===== config.mk =====
export PLATFORM = sky130hd
export DESIGN_NAME = wf3_ctrl
export DESIGN_NICKNAME = d
export VERILOG_FILES = /design/src/design/window_filter_3x3_blur_edge_assert.svh /design/src/design/wf3_pkg.sv /design/src/design/wf3_ctrl.sv
export SDC_FILE = /design/constraint.sdc
export NUM_CORES = 1
export LEC_CHECK = 0
export BUFFER_PORTS_ARGS = -buffer_cell sky130_fd_sc_hd__buf_2
export CAP_MARGIN = 30
export CORE_AREA = 2 2 39 41
export DETAILED_ROUTE_END_ITERATION = 8
export DIE_AREA = 0 0 41 43
export PLACE_DENSITY = 0.46
export SYNTH_ARGS = -nofsm -noshare
export SYNTH_HDL_FRONTEND = slang
export SYNTH_SLANG_ARGS = --single-unit

===== constraint.sdc =====
create_clock -name clk -period 0.9 [get_ports clk]
set_input_delay 0.18 -clock clk [delete_from_list [all_inputs] [get_ports clk]]
set_output_delay 0.18 -clock clk [all_outputs]
set_load 0.005 [all_outputs]

===== src/design/window_filter_3x3_blur_edge_assert.svh =====
// Assertion macros for the 3x3 window filter.
// Used by the top level; expects clk and rst_n in the including scope.
`ifndef WINDOW_FILTER_3X3_BLUR_EDGE_ASSERT_SVH
`define WINDOW_FILTER_3X3_BLUR_EDGE_ASSERT_SVH
// Same-cycle implication.
`define WF3_ASSERT_IMP(lbl, pre, post, msg) \
  lbl: assert property (@(posedge clk) disable iff (!rst_n) (pre) |-> (post)) \
    else $error(msg);
// Next-cycle implication.
`define WF3_ASSERT_NXT(lbl, pre, post, msg) \
  lbl: assert property (@(posedge clk) disable iff (!rst_n) (pre) |=> (post)) \
    else $error(msg);
`endif


===== src/design/wf3_pkg.sv =====
// Shared types and constants of the 3x3 window filter.
// No dependencies.
package wf3_pkg;

  typedef enum logic [2:0] {
    ST_IDLE,
    ST_READ,
    ST_CALC,
    ST_SQRT,
    ST_LOAD
  } state_t;

  typedef struct packed {
    logic accept;
    logic step;
    logic calc;
    logic sqrt_step;
    logic load;
  } cmd_t;

  typedef struct packed {
    logic emit;
    logic edge_mode;
    logic sqrt_last;
    logic out_free;
  } sts_t;

  localparam int CFG_IDX_W  = 2;
  localparam int CFG_DATA_W = 13;
  localparam logic [CFG_IDX_W-1:0] CFG_MODE   = 2'd0;
  localparam logic [CFG_IDX_W-1:0] CFG_WIDTH  = 2'd1;
  localparam logic [CFG_IDX_W-1:0] CFG_HEIGHT = 2'd2;

  localparam int WIDTH_W  = 11;
  localparam int HEIGHT_W = 13;
  localparam int ROW_W    = 12;
  localparam int PIX_W    = 24;

  localparam logic [WIDTH_W-1:0]  RST_WIDTH  = 11'd640;
  localparam logic [HEIGHT_W-1:0] RST_HEIGHT = 13'd480;
  localparam logic [HEIGHT_W-1:0] MAX_HEIGHT = 13'd4096;

  // floor(x/10) == (x*3277) >> 15 for every 9-pixel sum.
  localparam logic [11:0] RECIP_TEN   = 12'd3277;
  localparam int          RECIP_SHIFT = 15;
  localparam logic [7:0]  SAT_VAL     = 8'd255;

endpackage


===== src/design/wf3_ctrl.sv =====
// Controller state machine of the 3x3 window filter.
// Depends on wf3_pkg.
module wf3_ctrl (
  input  logic          clk,
  input  logic          rst_n,
  input  logic          in_valid,
  output logic          in_ready,
  input  wf3_pkg::sts_t sts,
  output wf3_pkg::cmd_t cmd
);

  wf3_pkg::state_t state_r, state_nxt;

  always_ff @(posedge clk) begin
    if (!rst_n) begin
      state_r <= wf3_pkg::ST_IDLE;
    end else begin
      state_r <= state_nxt;
    end
  end

  always_comb begin
    state_nxt = state_r;
    cmd       = '0;
    in_ready  = 1'b0;
    case (state_r)
      wf3_pkg::ST_IDLE: begin
        in_ready   = 1'b1;
        cmd.accept = in_valid;
        if (in_valid) state_nxt = wf3_pkg::ST_READ;
      end
      wf3_pkg::ST_READ: begin
        cmd.step  = 1'b1;
        state_nxt = sts.emit ? wf3_pkg::ST_CALC : wf3_pkg::ST_IDLE;
      end
      wf3_pkg::ST_CALC: begin
        cmd.calc  = 1'b1;
        state_nxt = sts.edge_mode ? wf3_pkg::ST_SQRT : wf3_pkg::ST_LOAD;
      end
      wf3_pkg::ST_SQRT: begin
        cmd.sqrt_step = 1'b1;
        if (sts.sqrt_last) state_nxt = wf3_pkg::ST_LOAD;
      end
      wf3_pkg::ST_LOAD: begin
        if (sts.out_free) begin
          cmd.load  = 1'b1;
          state_nxt = wf3_pkg::ST_IDLE;
        end
      end
      default: state_nxt = wf3_pkg::ST_IDLE;
    endcase
  end

endmodule


==> results of run 1 <==
[layout make-up]
| cell class | instances | area, µm² | area share |
|---|---|---|---|
| multi-input combinational | 21 | 194 | 0.410 |
| timing repair buffer | 23 | 150 | 0.317 |
| sequential | 3 | 71.3 | 0.151 |
| clock buffer | 4 | 26.3 | 0.0556 |
| tap | 16 | 20.0 | 0.0423 |
| inverter | 3 | 11.3 | 0.0238 |
[worst min-delay path, cell delays in order]
cell and delay [ns]:
buf_2 0.11, nand4b_1 0.09, a21oi_1 0.06
[kinds of logic (layout without fill, tap and decap cells)]
family | Yosys count | after routing | share of synthesized area
multiplexers | 2 | 2 | 0.0788
flip-flops | 3 | 3 | 0.236
AO/OA/AOI/OAI | 6 | 6 | 0.197
AND/OR/NAND/NOR | 13 | 13 | 0.360
buffers and inverters | 6 | 30 | 0.128
[cell usage in the layout, fill, tap and decap left out, drive strengths merged]
master   Yosys  final
nor3         3      3
and3b        1      1
and2         1      1
a21oi        3      3
mux2i        2      2
nand2b       1      1
inv          3      3
nand3b       1      1
a2111oi      1      1
or3          1      1
o21a         1      1
dfxtp        3      3
nand2        1      1
clkbuf       0      4
nand4b       1      1
o2111ai      1      1
buf          3     23
nor3b        2      2
nor2         1      1
[worst max-delay path by stage]
| stage | slack (ns) | from | endpoint |
|---|---|---|---|
| after CTS | -0.29 | state_r[1] | cmd[4] |
| after global placement | -0.20 | state_r[0] | cmd[3] |
| after global routing | -0.33 | state_r[1] | cmd[4] |
| after floorplan | -0.06 | state_r[1] | cmd[4] |
| final | -0.28 | state_r[1] | cmd[4] |
| after detailed placement | -0.19 | state_r[0] | cmd[3] |
[metrics by stage]
stage          std cells  cell area (µm²)
2_1_floorplan         30              264
3_3_place_gp          61              365
3_5_place_dp          61              365
4_1_cts               70              469
5_1_grt               70              473
6_report              70              473
[per-layer routing]
layer | GRT usage | routed length (µm)
met1 | 0.119 | 301
met2 | 0.119 | 327
met3 | 0.0157 | 48
met4 | 0.120 | 42
met5 | 0 | 0
[report_power, final]
part | leakage, nW | total (mW) | switching, mW | internal [mW]
Combinational | 0.182 | 0.237 | 0.0927 | 0.144
Sequential | 0.0267 | 0.182 | 0.0332 | 0.149
Clock | 0.0150 | 0.236 | 0.0702 | 0.166
Total | 0.224 | 0.656 | 0.196 | 0.460
[what timing repair did]
action / 4_1_cts / 5_1_grt
resized for setup: 10 / 1
pin swaps: 1 / 0
setup buffers: 5 / 0
setup endpoints to repair: 9 / 9
==> qor.yml, run 1 <==
placement:
  place_ws_ns: -0.185
  numPortBuffers: 12
  finalWeightedCongestion: 0.687
  dp_hpwl_um: 449
worst_setup_path:
  r2r_slack_ns: -0.26
  endpoint_kind: "primary output"
  crit_type: "flip-flop to primary output"
  cp.arrival_ns: 1.00
  crit_chain: "nor3_4 > and2_1 > buf_2"
  worstSetupStartpointType: "flip-flop"
  worstReg2RegEnd: "state_r[2]"
  slowest_stage: "dfxtp_4"
  required_ns: 0.72
  cpPeakStageDelay_ns: 0.36
  crit_path_max_fanout: 7
  path_delay_family: "flip-flops"
  worst-path-stages: 3
  reg2reg_depth: 4
  path_buf_inv: 1
  rr_startpoint: "state_r[1]"
worst_hold_path:
  hold_path.class: "input pin to flip-flop"
  hold_path_end: "state_r[2]"
  min_path_cells: 3
  hp-start: "rst_n"
routing:
  drt_iter0_drc: 10
  drc: 0
  postRouteAntennaNets: 0
  viasPerCell: 4.37
  num_vias: 306
  dr.pass1.iters: 4
  wl_um: 719
  routedWlPerCell_um: 10.3
cells_and_area:
  synthToLayoutAreaGrowth_pct: 86.2
  top_register: "state_r"
  top_regs: "state_r: 3 flops"
  largest_register_ffs: 3
  final_util: 0.342
  fillers: 154
  antennaDiodeCount: 0
  nNetsFinal: 62
  drive_gt1_frac: 0.667
logic_synthesis:
  syn_area_um2: 254
  synth_top_area_share: 0.236
  yosysWarningCount: 0
  syn_area_per_cell_um2: 8.47
  synth_flop_cell: "dfxtp_1"
  synth_nets: 37
  yosys.area.top_type: "dfxtp_1"
  synth_edf_count: 0
  netlist-cell-type-count: 21
  async_flop_share: 0
  synthTopCellsByCount: "dfxtp_1, inv_1"
  synth-seq-cells: 3
  netlist_top_cells_area: "dfxtp_1, mux2i_1, nor3_2, a2111oi_2, nor3b_1"
  seq_area_frac_synth: 0.236
  synth_cells: 30
cts:
  clk_pin_slew_worst_paths_ns: 0.04
  clockBufferDepth: 2
  clock-root-buffer: "clkbuf_4"
  numCtsBuffers: 3
  clock_latency_ns: 0.23
  hold_buffers: 0
  tritoncts: "built"
  clkSinkCount: 3
  htree_levels: 1
timing:
  slew_violations: 0
  period_needed_ns: 1.18
  fin_skew_ns: 0.00329
  worst_pin_slew_ns: 0.245
  fin_crit_sh: 1.31
  max_freq_mhz: 846
  max-slew-margin-rel: 0.832
  setup_viol: 9
  whs_ns: 0.247
  setup_ws_ns: -0.282
  rsz0062_at_grt: "true"
  setup_tns_ns: -1.86
  hold_viol: 0
global_route:
  grt_antenna_before_repair: 0
  grt-ovfl-total: 0
  grt_pass1_wl_mm: 1.06
  grt_max_degree: 10
  grt_pass1_vias: 267
  grt.total_usage: 0.0963
status:
  violations: "setup timing"
  outcome: "finished, violations left"
power:
  totalPowerFinal_mw: 0.656
  leakagePower_nw: 0.224
  vdd_drop_max_v: 0.000463
  p_per_area_nw_per_um2: 1390
die:
  dieArea_um2: 1760
  coreArea_um2: 1380
  ios: 13
  die_w_um: 41
  rows: 14
  die_y_um: 43
  start_util: 0.184
job:
  maxCapViolations: 0
(Power assumes the default switching activity.)
==> inputs of run 2 (changes only) <==
==> constraint.sdc (replaced) <==
create_clock -name clk -period 0.9 [get_ports clk]
set_input_delay 0.135 -clock clk [delete_from_list [all_inputs] [get_ports clk]]
set_output_delay 0.135 -clock clk [all_outputs]
set_load 0.005 [all_outputs]
==> run 2 against run 1 <==
Against the previous run:
- the flow still finishes with violations (setup timing)
- clock skew is 0.0036 ns higher
- power increased by 2.2%
- worst setup slack improved by 0.036 ns
- cell count is 1.4% higher
- die area unchanged
- routed wire length is 9.0% higher
- global-route usage is 1.1 points higher
- hold slack lost 0.051 ns
- sequential share of layout area shrank 0.12 points
- critical path type is now flip-flop to flip-flop
- critical endpoint is now state_r[2]
- largest power group is now clock
- highest routed layer is now met3
==> qor.yml, run 2 (synthesized netlist as in run 1, its figures left out) <==
routing:
  drc: 0  # unchanged
  routedWlPerCell_um: 11.0  # was 10.3 µm
  wl_um: 784  # was 719 µm
  postRouteAntennaNets: 0  # unchanged
  dr.pass1.iters: 2  # was 4
  viasPerCell: 4.34  # was 4.37
  num_vias: 308  # was 306
  drt_iter0_drc: 4  # was 10
power:
  power.switching_mw: 0.208  # was 0.196 mW
  totalPowerFinal_mw: 0.670  # was 0.656 mW
  leakagePower_nw: 0.228  # was 0.224 nW
  p_sw_frac: 0.311  # was 0.299
  p_comb_frac: 0.354  # was 0.362
  power.share.clock: 0.375  # was 0.360
  vdd_drop_max_v: 0.000399  # was 0.000463 V
  p_seq_frac: 0.272  # was 0.278
  p_int_mw: 0.462  # was 0.460 mW
  p_per_area_nw_per_um2: 1410  # was 1390 nW/µm²
global_route:
  grt-ovfl-total: 0  # unchanged
  grt.total_usage: 0.107  # was 0.0963
  grt_pass1_wl_mm: 1.28  # was 1.06 mm
  grt_pass1_vias: 314  # was 267
  grt_max_degree: 9  # was 10
  grt_antenna_before_repair: 0  # unchanged
timing:
  whs_ns: 0.196  # was 0.247 ns
  slew_violations: 0  # unchanged
  setup_ws_ns: -0.245  # was -0.282 ns
  rsz0062_at_grt: "true"  # unchanged
  max-slew-margin-rel: 0.799  # was 0.832
  worst_pin_slew_ns: 0.301  # was 0.245 ns
  fin_skew_ns: 0.00690  # was 0.00329 ns
  setup_viol: 9  # unchanged
  period_needed_ns: 1.15  # was 1.18 ns
  max_freq_mhz: 873  # was 846 MHz
  fin_crit_sh: 1.27  # was 1.31
  setup_tns_ns: -1.75  # was -1.86 ns
  hold_viol: 0  # unchanged
worst_setup_path:
  r2r_slack_ns: -0.25  # was -0.26 ns
  path_delay_family: "flip-flops"  # unchanged
  slowest_stage: "dfxtp_4"  # unchanged
  cpPeakStageDelay_ns: 0.36  # about the same
  worstReg2RegEnd: "state_r[2]"  # unchanged
  crit_chain: "buf_4 > or3_4 > a21oi_2 > a21oi_1"  # was nor3_4 > and2_1 > buf_2
  crit_path_max_fanout: 6  # was 7
  reg2reg_depth: 4  # unchanged
  worstSetupStartpointType: "flip-flop"  # unchanged
  rr_startpoint: "state_r[1]"  # unchanged
  path_buf_inv: 1  # unchanged
  cp.arrival_ns: 1.26  # was 1.00 ns
  required_ns: 1.01  # was 0.72 ns
  crit_type: "flip-flop to flip-flop"  # was flip-flop to primary output
  endpoint_kind: "flip-flop"  # was primary output
status:
  outcome: "finished, violations left"  # unchanged
  violations: "setup timing"  # unchanged
cts:
  htree_levels: 1  # unchanged
  clock_latency_ns: 0.24  # was 0.23 ns
  clock-root-buffer: "clkbuf_4"  # unchanged
  clockBufferDepth: 2  # unchanged
  numCtsBuffers: 3  # unchanged
  clkSinkCount: 3  # unchanged
  hold_buffers: 0  # unchanged
  tritoncts: "built"  # unchanged
  clk_pin_slew_worst_paths_ns: 0.04  # about the same
worst_hold_path:
  hold_path.class: "input pin to flip-flop"  # unchanged
  hold_path_end: "state_r[0]"  # was state_r[2]
  min_path_cells: 3  # unchanged
  hp-start: "rst_n"  # unchanged
job:
  maxCapViolations: 0  # unchanged
cells_and_area:
  antennaDiodeCount: 0  # unchanged
  top_register: "state_r"  # unchanged
  nNetsFinal: 63  # was 62
  synthToLayoutAreaGrowth_pct: 87.7  # was 86.2%
  drive_gt1_frac: 0.727  # was 0.667
  layout_common_cells: "buf_2, buf_4, inv_1, clkbuf_4, dfxtp_4"  # unchanged
  fillers: 156  # was 154
  final_common_cell: "buf_2"  # unchanged
  top_regs: "state_r: 3 flops"  # unchanged
  largest_register_ffs: 3  # unchanged
  final_util: 0.344  # was 0.342
  multi_input_area_um2: 194  # unchanged
  register_area_um2: 71.3  # unchanged
placement:
  dp_hpwl_um: 493  # was 449 µm
  place_ws_ns: -0.176  # was -0.185 ns
  finalWeightedCongestion: 0.790  # was 0.687
  numPortBuffers: 12  # unchanged
die:
  die_w_um: 41  # unchanged
  coreArea_um2: 1380  # unchanged
  die_y_um: 43  # unchanged
  rows: 14  # unchanged
  start_util: 0.184  # unchanged
  ios: 13  # unchanged
  dieArea_um2: 1760  # unchanged
[run 2: cell count changes in the layout (fill, tap and decap cells not counted), sizes merged]
cell  previous run  this run
buf             23        24
[run 2: worst max path at each step]
stage	start	end	slack [ns]	cells after the start
6_report	state_r[1]	state_r[2]	-0.25	4
5_1_grt	state_r[1]	cmd[4]	-0.31	3
4_1_cts	state_r[1]	cmd[4]	-0.25	3
3_5_place_dp	state_r[0]	state_r[1]	-0.18	3
3_3_place_gp	state_r[0]	state_r[1]	-0.18	3
2_1_floorplan	state_r[1]	state_r[2]	-0.02	3
[run 2: cell type report]
cell class                 instances  share of cell area
tap                               16              0.0420
inverter                           3              0.0236
multi-input combinational         21               0.407
timing repair buffer              24               0.323
clock buffer                       4              0.0551
sequential                         3               0.150
[run 2: stage by stage]
step	instances	cell area, µm²
after floorplan	30	264
after global routing	71	477
final	71	477
after CTS	71	460
after global placement	62	373
after detailed placement	62	373
[run 2: what timing repair did]
| item | 4_1_cts | 5_1_grt |
|---|---|---|
| endpoints found under the hold margin | 0 | 0 |
| buffers inserted | 5 | 0 |
| gates resized for setup | 8 | 4 |
| endpoints found under the setup margin | 9 | 9 |
| pin swaps | 2 | 0 |
[run 2: power by group through the flow]
| stage | combinational [mW] | sequential [mW] | clock (mW) |
|---|---|---|---|
| 5_1_grt | 0.261 | 0.186 | 0.268 |
| 3_3_place_gp | 0.176 | 0.189 | 0 |
| 6_report | 0.237 | 0.182 | 0.251 |
| 3_5_place_dp | 0.174 | 0.189 | 0 |
| 2_1_floorplan | 0.131 | 0.155 | 0 |
| 4_1_cts | 0.225 | 0.180 | 0.249 |
[run 2: per-layer routing]
layer,global-route usage,vias to the layer above,part of all wire
met1,0.125,143,0.38
li1,-,157,-
met5,0,-,0
met3,0.0366,0,0.064
met4,0.0400,0,0
met2,0.172,8,0.55
[run 2: worst register-to-register path, stage by stage, from the launching register on]
cell     delay [ns]
dfxtp_4        0.36
buf_4          0.14
or3_4          0.36
a21oi_2        0.12
a21oi_1        0.04
==> inputs of run 3 (changes only) <==
RECOVER_POWER = 100   (was unset)
clock period = 1.05 ns   (was 0.9 ns; I/O delays follow)
==> run 3 against run 2 <==
Against the previous run:
- the run still ends with setup timing left
- clock power down 20%
- sequential power down 18%
- utilization down 0.72 points
- register-to-register slack better by 0.14 ns
- power down 17%
- die area unchanged
- routed wire length down 6.6%
- cell count down 4.2%
- clock skew down 0.0016 ns
- largest cell class unchanged
==> qor.yml, run 3 (synthesized netlist as in run 1, its figures left out) <==
cts:
  clock-root-buffer: "clkbuf_4"  # unchanged
  clock_latency_ns: 0.23  # was 0.24 ns
  numCtsBuffers: 3  # unchanged
  htree_levels: 1  # unchanged
  clk_pin_slew_worst_paths_ns: 0.04  # about the same
  clockBufferDepth: 2  # unchanged
  clkSinkCount: 3  # unchanged
  hold_buffers: 0  # unchanged
  tritoncts: "built"  # unchanged
die:
  rows: 14  # unchanged
  start_util: 0.184  # unchanged
  coreArea_um2: 1380  # unchanged
  dieArea_um2: 1760  # unchanged
  die_y_um: 43  # unchanged
  ios: 13  # unchanged
  die_w_um: 41  # unchanged
timing:
  max-slew-margin-rel: 0.827  # was 0.799
  rsz0062_at_grt: "true"  # unchanged
  fin_crit_sh: 1.12
  slew_violations: 0  # unchanged
  whs_ns: 0.242  # was 0.196 ns
  setup_ws_ns: -0.130  # was -0.245 ns
  worst_pin_slew_ns: 0.253  # was 0.301 ns
  period_needed_ns: 1.18
  setup_viol: 8  # was 9
  hold_viol: 0  # unchanged
  max_freq_mhz: 848
  fin_skew_ns: 0.00533  # was 0.00690 ns
cells_and_area:
  drive_gt1_frac: 0.673  # was 0.727
  synthToLayoutAreaGrowth_pct: 83.7  # was 87.7%
  largest_register_ffs: 3  # unchanged
  final_util: 0.337  # was 0.344
  top_regs: "state_r: 3 flops"  # unchanged
  nNetsFinal: 60  # was 63
  final_common_cell: "buf_2"  # unchanged
  layout_common_cells: "buf_2, buf_4"  # was buf_2, buf_4, inv_1, clkbuf_4, dfxtp_4
  antennaDiodeCount: 0  # unchanged
  top_register: "state_r"  # unchanged
power:
  leakagePower_nw: 0.219  # was 0.228 nW
  power.switching_mw: 0.168  # was 0.208 mW
  p_comb_frac: 0.369  # was 0.354
  p_int_mw: 0.390  # was 0.462 mW
  vdd_drop_max_v: 0.000295  # was 0.000399 V
  power.share.clock: 0.362  # was 0.375
  p_per_area_nw_per_um2: 1200  # was 1410 nW/µm²
  p_sw_frac: 0.302  # was 0.311
  p_seq_frac: 0.268  # was 0.272
routing:
  drt_iter0_drc: 4  # unchanged
  viasPerCell: 4.25  # was 4.34
  wl_um: 732  # was 784 µm
  routedWlPerCell_um: 10.8  # was 11.0 µm
  dr.pass1.iters: 3  # was 2
  postRouteAntennaNets: 0  # unchanged
  num_vias: 289  # was 308
  drc: 0  # unchanged
worst_setup_path:
  crit_type: "flip-flop to primary output"  # was flip-flop to flip-flop
  worstSetupStartpointType: "flip-flop"  # unchanged
  r2r_slack_ns: -0.11  # was -0.25 ns
  slowest_stage: "dfxtp_4"  # unchanged
  path_delay_family: "flip-flops"  # unchanged
  crit_path_max_fanout: 4  # was 6
  path_buf_inv: 2  # was 1
  crit_chain: "buf_6 > nor3_4 > and2_1 > buf_2"  # was buf_4 > or3_4 > a21oi_2 > a21oi_1
  cp.arrival_ns: 1.02  # was 1.26 ns
  required_ns: 0.89  # was 1.01 ns
  cpPeakStageDelay_ns: 0.34  # was 0.36 ns
  endpoint_kind: "primary output"  # was flip-flop
global_route:
  grt.total_usage: 0.102  # was 0.107
  grt-ovfl-total: 0  # unchanged
  grt_pass1_vias: 309  # was 314
  grt_pass1_wl_mm: 1.19  # was 1.28 mm
  grt_antenna_before_repair: 0  # unchanged
  grt_max_degree: 10  # was 9
status:
  outcome: "finished, violations left"  # unchanged
  violations: "setup timing"  # unchanged
placement:
  numPortBuffers: 12  # unchanged
  dp_hpwl_um: 487  # was 493 µm
  place_ws_ns: 0.0371  # was -0.176 ns
  finalWeightedCongestion: 0.671  # was 0.790
job:
  maxCapViolations: 0  # unchanged
worst_hold_path:
  hold_path.class: "input pin to flip-flop"  # unchanged
-- run 3: changes by cell type in the layout (fill, tap and decap cells not counted), sizes merged --
cell / previous run / this run
buf: 24 / 21
-- run 3: metal layers --
layer	track usage	share of wire	wire, µm	up-vias
met5	0	0	0	-
met1	0.112	0.46	339	132
met2	0.153	0.53	385	4
met4	0.100	0	0	0
met3	0.0157	0.0096	7	0
li1	-	-	-	153
-- run 3: power groups by stage --
stage                     clock (mW)  sequential, mW  combinational (mW)
after detailed placement           0           0.147               0.156
after floorplan                    0           0.132               0.103
after global routing           0.222           0.152               0.225
after CTS                      0.211           0.151               0.186
after global placement             0           0.148               0.156
final                          0.202           0.150               0.206
-- run 3: layout make-up --
cell class	instances	area, µm²
tap	16	20.0
multi-input combinational	21	199
clock buffer	4	26.3
fill	156	917
timing repair buffer	21	139
sequential	3	71.3
inverter	3	11.3
-- run 3: final timing paths --
path / startpoint / end / depth (start not counted)
worst max-delay path: state_r[1] / cmd[4] / 4
worst min-delay path: rst_n / state_r[2] / 3
worst max register to register: state_r[0] / state_r[2] / 4
worst min register to register: state_r[2] / state_r[0] / 2
-- run 3: what timing repair did --
action                                  CTS  global route
pin swaps                                 3             1
hold endpoints to repair                  0             0
endpoints found under the setup margin    6             9
setup buffers                             2             1
resized for setup                        12             3
-- run 3: worst register-to-register path, stage by stage, from the launching register on --
cell and delay (ns):
dfxtp_4 0.35, buf_4 0.14, or3_1 0.38, a21oi_2 0.12
a21oi_1 0.05
-- run 3: stage by stage --
step	setup TNS (ns)	instance area (µm²)	power, mW	std cells
6_report	-0.643	467	0.558	68
5_1_grt	-1.05	467	0.599	68
4_1_cts	-0.674	440	0.548	67
3_5_place_dp	0	358	0.302	61
3_3_place_gp	0	358	0.304	61
2_1_floorplan	0	254	0.236	30
